[config.mk]
export PLATFORM = sky130hd
export DESIGN_NAME = pts_cfg
export DESIGN_NICKNAME = d
export VERILOG_FILES = /design/src/design/pts_pkg.sv /design/src/design/pts_cfg.sv
export SDC_FILE = /design/constraint.sdc
export NUM_CORES = 1
export LEC_CHECK = 0
export BUFFER_PORTS_ARGS = -buffer_cell sky130_fd_sc_hd__buf_2
export CAP_MARGIN = 25
export CORE_ASPECT_RATIO = 1.2
export CORE_MARGIN = 1.5
export CORE_UTILIZATION = 55
export CTS_BUF_LIST = sky130_fd_sc_hd__clkbuf_8
export DETAILED_ROUTE_END_ITERATION = 12
export GPL_ROUTABILITY_DRIVEN = 0
export PLACE_DENSITY = 0.86
export SETUP_SLACK_MARGIN = 0.15
export SYNTH_ARGS = -nofsm -noshare
export SYNTH_HDL_FRONTEND = slang
export SYNTH_SLANG_ARGS = --single-unit
[constraint.sdc]
create_clock -name i_clk -period 2.12 [get_ports i_clk]
set_input_delay 0.424 -clock i_clk [delete_from_list [all_inputs] [get_ports i_clk]]
set_output_delay 0.424 -clock i_clk [all_outputs]
set_load 0.01 [all_outputs]
[src/design/pts_pkg.sv]
`default_nettype none

package pts_pkg;

    // field widths
    localparam int unsigned ANGLE_W = 24;
    localparam int unsigned ERR_W   = 25;
    localparam int unsigned DERIV_W = 26;
    localparam int unsigned GAIN_W  = 16;
    localparam int unsigned BAND_W  = 23;
    localparam int unsigned LIMIT_W = 7;
    localparam int unsigned TICK_W  = 16;
    localparam int unsigned SUM_W   = 40;
    localparam int unsigned PCT_W   = 8;
    localparam int unsigned CFG_IDX_W  = 3;
    localparam int unsigned CFG_DATA_W = 24;

    // integral split for the two partial products
    localparam int unsigned SUM_LO_W = 20;
    localparam int unsigned SUM_HI_W = SUM_W - SUM_LO_W;

    // product and total widths
    localparam int unsigned PP_W    = GAIN_W + 1 + ERR_W;
    localparam int unsigned PD_W    = GAIN_W + 1 + DERIV_W;
    localparam int unsigned PIL_W   = GAIN_W + 1 + SUM_LO_W + 1;
    localparam int unsigned PIH_W   = GAIN_W + 1 + SUM_HI_W;
    localparam int unsigned TOTAL_W = 58;
    localparam int unsigned SCALE_SH = 16;
    localparam int unsigned QUOT_W  = TOTAL_W - SCALE_SH;

    // integral saturation bounds
    localparam logic [SUM_W-1:0] SUM_MAX = {1'b0, {(SUM_W-1){1'b1}}};
    localparam logic [SUM_W-1:0] SUM_MIN = {1'b1, {(SUM_W-1){1'b0}}};

    // input mode codes
    localparam logic MODE_START = 1'b0;
    localparam logic MODE_TICK  = 1'b1;

    // result kinds
    localparam logic [1:0] KIND_RUN     = 2'd0;
    localparam logic [1:0] KIND_START   = 2'd1;
    localparam logic [1:0] KIND_EXPIRED = 2'd2;

    // register indexes
    localparam logic [CFG_IDX_W-1:0] CFG_TARGET  = 3'd0;
    localparam logic [CFG_IDX_W-1:0] CFG_GAIN_P  = 3'd1;
    localparam logic [CFG_IDX_W-1:0] CFG_GAIN_I  = 3'd2;
    localparam logic [CFG_IDX_W-1:0] CFG_GAIN_D  = 3'd3;
    localparam logic [CFG_IDX_W-1:0] CFG_BAND    = 3'd4;
    localparam logic [CFG_IDX_W-1:0] CFG_LIMIT   = 3'd5;
    localparam logic [CFG_IDX_W-1:0] CFG_TIMEOUT = 3'd6;

    // register reset values
    localparam logic [ANGLE_W-1:0] RST_TARGET  = 24'd0;
    localparam logic [GAIN_W-1:0]  RST_GAIN_P  = 16'd256;
    localparam logic [GAIN_W-1:0]  RST_GAIN_I  = 16'd0;
    localparam logic [GAIN_W-1:0]  RST_GAIN_D  = 16'd256;
    localparam logic [BAND_W-1:0]  RST_BAND    = 23'd256;
    localparam logic [LIMIT_W-1:0] RST_LIMIT   = 7'd100;
    localparam logic [TICK_W-1:0]  RST_TIMEOUT = 16'd300;

    typedef struct packed {
        logic [ANGLE_W-1:0] target_angle;
        logic [GAIN_W-1:0]  gain_p;
        logic [GAIN_W-1:0]  gain_i;
        logic [GAIN_W-1:0]  gain_d;
        logic [BAND_W-1:0]  integrate_band;
        logic [LIMIT_W-1:0] speed_limit;
        logic [TICK_W-1:0]  timeout_ticks;
    } t_cfg;

    // after the state update
    typedef struct packed {
        logic [1:0]         kind;
        logic [ERR_W-1:0]   err;
        logic [DERIV_W-1:0] deriv;
        logic [SUM_W-1:0]   sum;
    } t_s1;

    // after the multipliers
    typedef struct packed {
        logic [1:0]       kind;
        logic [ERR_W-1:0] err;
        logic [PP_W-1:0]  pp;
        logic [PD_W-1:0]  pd;
        logic [PIL_W-1:0] pil;
        logic [PIH_W-1:0] pih;
    } t_s2;

    // after the final sum
    typedef struct packed {
        logic [1:0]         kind;
        logic [ERR_W-1:0]   err;
        logic [TOTAL_W-1:0] total;
    } t_s3;

endpackage

`default_nettype wire

[src/design/pts_cfg.sv]
`default_nettype none

module pts_cfg (
    input  wire logic                            i_clk,
    input  wire logic                            i_rst_n,
    input  wire logic                            i_cfg_we,
    input  wire logic [pts_pkg::CFG_IDX_W-1:0]   i_cfg_index,
    input  wire logic [pts_pkg::CFG_DATA_W-1:0]  i_cfg_data,
    output pts_pkg::t_cfg                        o_cfg
);

    pts_pkg::t_cfg r_cfg;

    // write one register per enabled cycle
    always_ff @(posedge i_clk) begin
        if (!i_rst_n) begin
            r_cfg.target_angle   <= pts_pkg::RST_TARGET;
            r_cfg.gain_p         <= pts_pkg::RST_GAIN_P;
            r_cfg.gain_i         <= pts_pkg::RST_GAIN_I;
            r_cfg.gain_d         <= pts_pkg::RST_GAIN_D;
            r_cfg.integrate_band <= pts_pkg::RST_BAND;
            r_cfg.speed_limit    <= pts_pkg::RST_LIMIT;
            r_cfg.timeout_ticks  <= pts_pkg::RST_TIMEOUT;
        end else if (i_cfg_we) begin
            unique case (i_cfg_index)
                pts_pkg::CFG_TARGET:  r_cfg.target_angle <= i_cfg_data;
                pts_pkg::CFG_GAIN_P:  r_cfg.gain_p <= i_cfg_data[pts_pkg::GAIN_W-1:0];
                pts_pkg::CFG_GAIN_I:  r_cfg.gain_i <= i_cfg_data[pts_pkg::GAIN_W-1:0];
                pts_pkg::CFG_GAIN_D:  r_cfg.gain_d <= i_cfg_data[pts_pkg::GAIN_W-1:0];
                pts_pkg::CFG_BAND:
                    r_cfg.integrate_band <= i_cfg_data[pts_pkg::BAND_W-1:0];
                pts_pkg::CFG_LIMIT:
                    r_cfg.speed_limit <= i_cfg_data[pts_pkg::LIMIT_W-1:0];
                pts_pkg::CFG_TIMEOUT:
                    r_cfg.timeout_ticks <= i_cfg_data[pts_pkg::TICK_W-1:0];
                default: ;
            endcase
        end
    end

    assign o_cfg = r_cfg;

endmodule

`default_nettype wire

=== Yosys cells after proc, flatten, opt, wreduce, memory -nomap -nowiden ===
Cells that the tools add are included.

* $add $sub $neg: 0
* $mul: 0
* Div/mod/pow operators: 0
* $lt $le $gt $ge: 0
* Eq/ne operators: 6
* Shifts and indexed selects: 0
* Muxes and demuxes: 0
* Bitwise gates (word level): 0
* Reduce and logical (&&, ||, !) cells: 8

{| class="wikitable"
|+ Operators with widths
! operator !! count
|-
| 2-bit AND reduction || 7
|-
| 3-bit == test, second input constant || 3
|-
| 3-bit by 2-bit == test with 1-bit output, second input constant || 2
|-
| 3-bit by 1-bit == test with 1-bit output, second input constant || 1
|-
| 3-bit logical NOT || 1
|}

* Flip-flop bits (word level): 118
* Bits in latches: 0
* Bits in writable memories: 0
* Bits in read-only memories: 0
* Bits of input ports: 30
* Output and inout port bits: 118
* Logic and storage cells: 21
* Memories kept: 0

=== Depth between registers and ports, before layout ===
Gate-level depths: netlist (run 1).

* Word-level depth: 2
* Mapped depth: 4

=== Least setup slack after synthesis (run 1) ===
Ideal clock, no wire load.

* Path kind: input to register
* From: in i_cfg_index[0] (netlist bit)
* To: reg r_cfg (netlist bit o_cfg[94])
* Library setup time: 72 ps
* Arrival time: 1,178 ps
* Setup slack: 871 ps
* Stages on the path: 4
* Buffers on the path: 2
* Path through: nor4b_2 buf_4 buf_6 mux2i_1

* Cells in the longest elaborated chain, start to end: 2

{| class="wikitable"
|+ RTL lines
! item !! line !! RTL
|-
| start, declared || pts_cfg.sv:7 || <nowiki>input wire logic [pts_pkg::CFG_IDX_W-1:0] i_cfg_index,</nowiki>
|-
| 3-bit logical NOT || pts_cfg.sv:25 || <nowiki>unique case (i_cfg_index)</nowiki>
|-
| 2-bit AND reduction (no source line) || -- ||
|-
| end, declared || pts_cfg.sv:12 || <nowiki>pts_pkg::t_cfg r_cfg;</nowiki>
|}

No other way between the ends.
A chain may end at the register's enable or synchronous reset.

=== Worst setup path after layout (run 1) ===
* From: reg r_cfg (netlist bit o_cfg[15])
* To: out o_cfg[15] (netlist bit)

{| class="wikitable"
|+ RTL lines
! item !! line !! RTL
|-
| end, declared || pts_cfg.sv:9 || <nowiki>output pts_pkg::t_cfg o_cfg</nowiki>
|}

No word-level cell between the ends.

==> flow_metrics.tcl, run 1 <==
set metrics [dict create \
    outcome "finished, final reports clean" \
    die_h_microns 101 \
    cp_slowest_cell "dfxtp_1" \
    fp.coreArea_sq_um 7710 \
    dp_hpwl_microns 7600 \
    path_clk_slew_ns 0.06 \
    setup_viol 0 \
    ys_seq_area_share_pct 53.6 \
    design.die.area_sq_um 8560 \
    cp-start-kind "flip-flop" \
    antenna_found_initial 0 \
    first_pass_iters 4 \
    hold_path_class "in2reg" \
    max_freq_mhz 738 \
    fin_crit_sh_pct 63.9 \
    switchingPower_mw 1.02 \
    cp.depth 1 \
    drive_above_1_share_pct 32.4 \
    synthTopCellsByArea "dfxtp_1 (54%), mux2i_1 (27%), nand2_1 (11%)" \
    worstPathBufferInverterCount 1 \
    yosys-top-cells-count "nand2_1 (132), dfxtp_1 (118), mux2i_1 (118)" \
    holdPathEnd "o_cfg[42]$_SDFFE_PN0P_" \
    largest_reg_flops 118 \
    ios 148 \
    cts_sinks 118 \
    overflow 0 \
    io_buffers 147 \
    multiInputGateArea_sq_um 1870 \
    post_cts_resized 0 \
    drtIter0Drc 106 \
    grt_max_degree 37 \
    ant_nets 0 \
    pre_cts_ws_ns 0.510 \
    total_power_mw 4.46 \
    root_buffer "clkbuf_8" \
    power.switching_fraction_pct 22.8 \
    rsz0062_at_grt "no" \
    ff2ff_setup_slack_ns 1.46 \
    avgSynthCellArea_sq_um 10.4 \
    gr-usage-all-layers_pct 25.2 \
    slew_viol_final 0 \
    die_w_microns 84.7 \
    via_count 3512 \
    drc 0 \
    min_path_cells 3 \
    vdd_drop_max_mv 0.639 \
    rr_worst_depth 2 \
    power_frac_comb_pct 7.2 \
    place_area_sq_um 5220 \
    finalSetupTns_ns 0 \
    fin_skew_ns 0 \
    tritoncts "built" \
    std_cell_rows 35 \
    wl_per_cell_microns 16.0 \
    r2r-end "o_cfg[11]$_SDFFE_PN0P_" \
    synth_most_common_cell "nand2_1" \
    finalHoldWorstSlack_ns 0.278 \
    intPower_mw 3.44 \
    finalHoldViolCount 0 \
    crit_chain "buf_2" \
    regArea_sq_um 2360 \
    critPathMaxStageDelay_ns 0.37 \
    synth.top_cell.area_share_pct 53.6 \
    grt_pass1_wl_microns 16700 \
    maxCapViolCount 0 \
    worst-endpoint-required_ns 1.70 \
    period_minus_slack_ns 1.35 \
    pwr-share-clk_pct 41.4 \
    totalWireLength_microns 10800 \
    syn_to_final_growth_pct 26.6 \
    rr_startpoint "o_cfg[11]$_SDFFE_PN0P_" \
    synth_flop_cell "dfxtp_1" \
    p_per_area_nw_per_um2 799 \
    synth_area_leader_cell "dfxtp_1" \
    clk_path_buf_depth 2 \
    ys_ff_latch 118 \
    netlist_area_sq_um 4410 \
    fill_cells 579 \
    hold_buffers 0 \
    synth_nets 452 \
    hp-start "i_cfg_data[19]" \
    critical_path.top_delay_family "flip-flops" \
    synthCells 422 \
    criticalPathCategory "reg2out" \
    layout.nets 600 \
    synthArstFlopShare_pct 0 \
    cp_max_fo 2 \
    grt_pass1_vias 3426 \
    cellLeakagePower_nw 2.96 \
    cts_buffers 17 \
    endpoint_kind "output pin" \
    synth_cell_types 14 \
    layout_setup_ws_ns 0.766 \
    crit_arrival_ns 0.93 \
    antenna_cells 0 \
    yosys_warnings 0 \
    relSlewSlack_pct 69.7 \
    ctsHtreeMaxLevel 4 \
    post_cts_buffers 0 \
    clkLatencyLatePin_ns 0.41 \
    synth-edff-count 0 \
    start_util_pct 57.2 \
    avgViaCountPerCell 5.23 \
    worstMarginPinSlew_ns 0.452 \
    power_frac_seq_pct 51.4 \
    design_area_sq_um 5580 \
]
-- worst max path at each step --
stage / endpoint / slack (ns) / start
2_1_floorplan: o_cfg[94]$_SDFFE_PN0P_ / 0.87 / i_cfg_index[0]
3_3_place_gp: o_cfg[46]$_SDFFE_PN0P_ / 0.51 / i_cfg_index[2]
3_5_place_dp: o_cfg[46]$_SDFFE_PN0P_ / 0.51 / i_cfg_index[2]
4_1_cts: o_cfg[15] / 0.75 / o_cfg[15]$_SDFFE_PN0P_
5_1_grt: o_cfg[26] / 0.73 / o_cfg[26]$_SDFFE_PN0P_
6_report: o_cfg[15] / 0.77 / o_cfg[15]$_SDFFE_PN0P_
-- power groups by stage --
stage               logic, mW  clock network [mW]  registers, mW
global placement        0.311                   0           2.34
floorplan               0.161                   0           2.36
CTS                     0.321                1.87           2.29
finish                  0.319                1.85           2.29
detailed placement      0.320                   0           2.34
global route            0.344                1.96           2.30
-- routing by layer --
metal / global-route usage, % / up-vias / routed length, microns
met2: 46.0 / 113 / 5690
met4: 11.2 / 0 / 244
met5: 0 / - / 0
met1: 26.7 / 1696 / 4280
li1: - / 1682 / -
met3: 7.62 / 21 / 571
-- kinds of logic after synthesis --
family,synth area share [%]
buf+inv,4.29
flops,53.6
mux,26.8
simple gates,15.3
-- placed cells by master (no fill, tap or decap) --
master,Yosys,final
and4b_1,1,1
and4bb_1,1,1
buf_12,0,3
buf_2,7,146
buf_4,3,11
bufinv_16,0,1
clkbuf_8,0,22
clkinv_2,0,3
dfxtp_1,118,118
inv_1,0,3
mux2i_1,118,118
nand2_1,132,132
nand4b_1,3,3
nand4bb_1,2,1
nand4bb_2,0,1
nor2b_1,15,15
nor4b_4,0,1
-- cell type report --
| type | count | share of cell area (%) |
|---|---|---|
| clock buffer | 22 | 5.43 |
| clock inverter | 7 | 1.01 |
| multi-input combinational | 273 | 33.5 |
| sequential | 118 | 42.3 |
| tap | 92 | 2.06 |
| timing repair buffer | 160 | 15.7 |
-- per-stage QoR --
step	cells	utilization (%)
after global routing	672	72.4
after CTS	672	72.4
final	672	72.4
after global placement	643	67.7
after detailed placement	643	67.7
after floorplan	422	-
Power figures use the tool's default switching activity.
==> inputs of run 2 (changes only) <==
CORE_UTILIZATION = 47   (was 55)
PLACE_DENSITY = 0.78   (was 0.86)
clock period = 1.1 ns   (was 2.12 ns; I/O delays follow)
==> run 2 against run 1 <==
Wire length up 14%. First-iteration DRC count increased by 28%. Global-route usage is essentially flat. Largest power group unchanged. Critical path depth stayed put. Highest routed layer unchanged. Combinational power grew to 2.6 times the previous value. Design area up 25%. Clock skew unchanged. Cell count increased by 10%. Die area rose by 16%. Total power rose by 110%.
==> flow_metrics.tcl, run 2 (same netlist as run 1, synthesis figures left out) <==
set metrics [dict create \
    maxCapViolCount 0 \
    dp_hpwl_microns 7680 \
    fill_cells 568 \
    start_util_pct 48.5 \
    grt_max_degree 26 \
    antenna_cells 0 \
    drtIter0Drc 136 \
    setup_viol 0 \
    worstMarginPinSlew_ns 0.348 \
    drc 0 \
    root_buffer "clkbuf_8" \
    rsz0062_at_grt "yes" \
    slew_viol_final 0 \
    design_area_sq_um 6950 \
    cts_buffers 17 \
    grt_pass1_vias 3841 \
    die_w_microns 91.4 \
    regArea_sq_um 2510 \
    layout.nets 640 \
    cellLeakagePower_nw 3.38 \
    period_minus_slack_ns 1.10 \
    die_h_microns 109 \
    p_per_area_nw_per_um2 1360 \
    critical_path.top_delay_family "flip-flops" \
    cts_sinks 118 \
    clkLatencyLatePin_ns 0.42 \
    wl_per_cell_microns 16.6 \
    ios 148 \
    rr_worst_depth 4 \
    ant_nets 0 \
    relSlewSlack_pct 76.7 \
    critPathMaxStageDelay_ns 0.35 \
    io_buffers 147 \
    fin_skew_ns 0 \
    cp_slowest_cell "dfxtp_2" \
    final_common_cell "nand2_1" \
    max_freq_mhz 911 \
    finalHoldWorstSlack_ns 0.0480 \
    cp-start-kind "flip-flop" \
    multiInputGateArea_sq_um 1870 \
    path_clk_slew_ns 0.06 \
    finalHoldViolCount 0 \
    layout_common_cells "nand2_1 (132), mux2i_1 (118), dfxtp_2 (118), buf_6 (118), buf_4 (44)" \
    ctsHtreeMaxLevel 4 \
    pre_cts_ws_ns -0.193 \
    design.die.area_sq_um 9970 \
    criticalPathCategory "reg2out" \
    worst-endpoint-required_ns 0.88 \
    clk_path_buf_depth 2 \
    antenna_found_initial 0 \
    first_pass_iters 4 \
    grt_pass1_wl_microns 19000 \
    cp_max_fo 2 \
    tritoncts "built" \
    place_area_sq_um 5470 \
    crit_chain "buf_6" \
    fin_crit_sh_pct 99.8 \
    via_count 3759 \
    fp.coreArea_sq_um 9080 \
    endpoint_kind "output pin" \
    gr-usage-all-layers_pct 25.2 \
    largest_reg_flops 118 \
    totalWireLength_microns 12300 \
    min_path_cells 3 \
    std_cell_rows 38 \
    hold_path_class "in2reg" \
    layout_setup_ws_ns 0.00172 \
    drive_above_1_share_pct 56.1 \
    avgViaCountPerCell 5.07 \
    outcome "finished, final reports clean" \
    crit_arrival_ns 0.88 \
    cp.depth 1 \
    syn_to_final_growth_pct 57.7 \
    overflow 0 \
    vdd_drop_max_mv 0.938 \
    worstPathBufferInverterCount 1 \
]
-- run 2: cell type report --
cell class	count	area share, %
flip-flops and latches	118	36.1
multi-input cells	273	26.9
repair buffers	200	28.8
well taps	120	2.16
clock buffers	19	3.76
clock inverters	12	2.30
-- run 2: metal layers --
layer  up-vias  GRT usage [%]  share of wire, %
met5         -              0                 0
met4         0           14.7               3.3
met3        33           6.76               4.2
met2       134           45.5                54
met1      1815           26.4                39
li1       1777              -                 -
-- run 2: final timing paths --
kind / endpoint / slack [ns] / from
hold / removal: o_cfg[117]$_SDFFE_PN0P_ / 0.05 / i_cfg_data[23]
hold reg to reg: o_cfg[103]$_SDFFE_PN0P_ / 0.46 / o_cfg[103]$_SDFFE_PN0P_
setup / recovery: o_cfg[80] / 0.002 / o_cfg[80]$_SDFFE_PN0P_
setup reg to reg: o_cfg[46]$_SDFFE_PN0P_ / 0.27 / o_cfg[46]$_SDFFE_PN0P_
-- run 2: timing repair --
action                     in CTS  in global routing
setup endpoints to repair     118                118
hold buffers                    0                  0
gates cloned                    0                  0
setup buffers                  11                 12
resized for setup             236                  0
-- run 2: through the flow --
stage,std cells,setup TNS [ns],power (mW),util (%)
2_1_floorplan,422,0,4.87,-
3_3_place_gp,688,-7.49,5.17,60.3
3_5_place_dp,688,-10.13,5.20,60.3
4_1_cts,730,-0.637,9.51,75.6
5_1_grt,742,-2.60,9.81,76.6
6_report,742,0,9.48,76.6
-- run 2: report_power, final --
part | total (mW) | switching (mW) | internal [mW]
clock network | 4.20 | 1.66 | 2.54
registers | 4.46 | 0.0722 | 4.39
logic | 0.828 | 0.399 | 0.428
total | 9.48 | 2.13 | 7.35
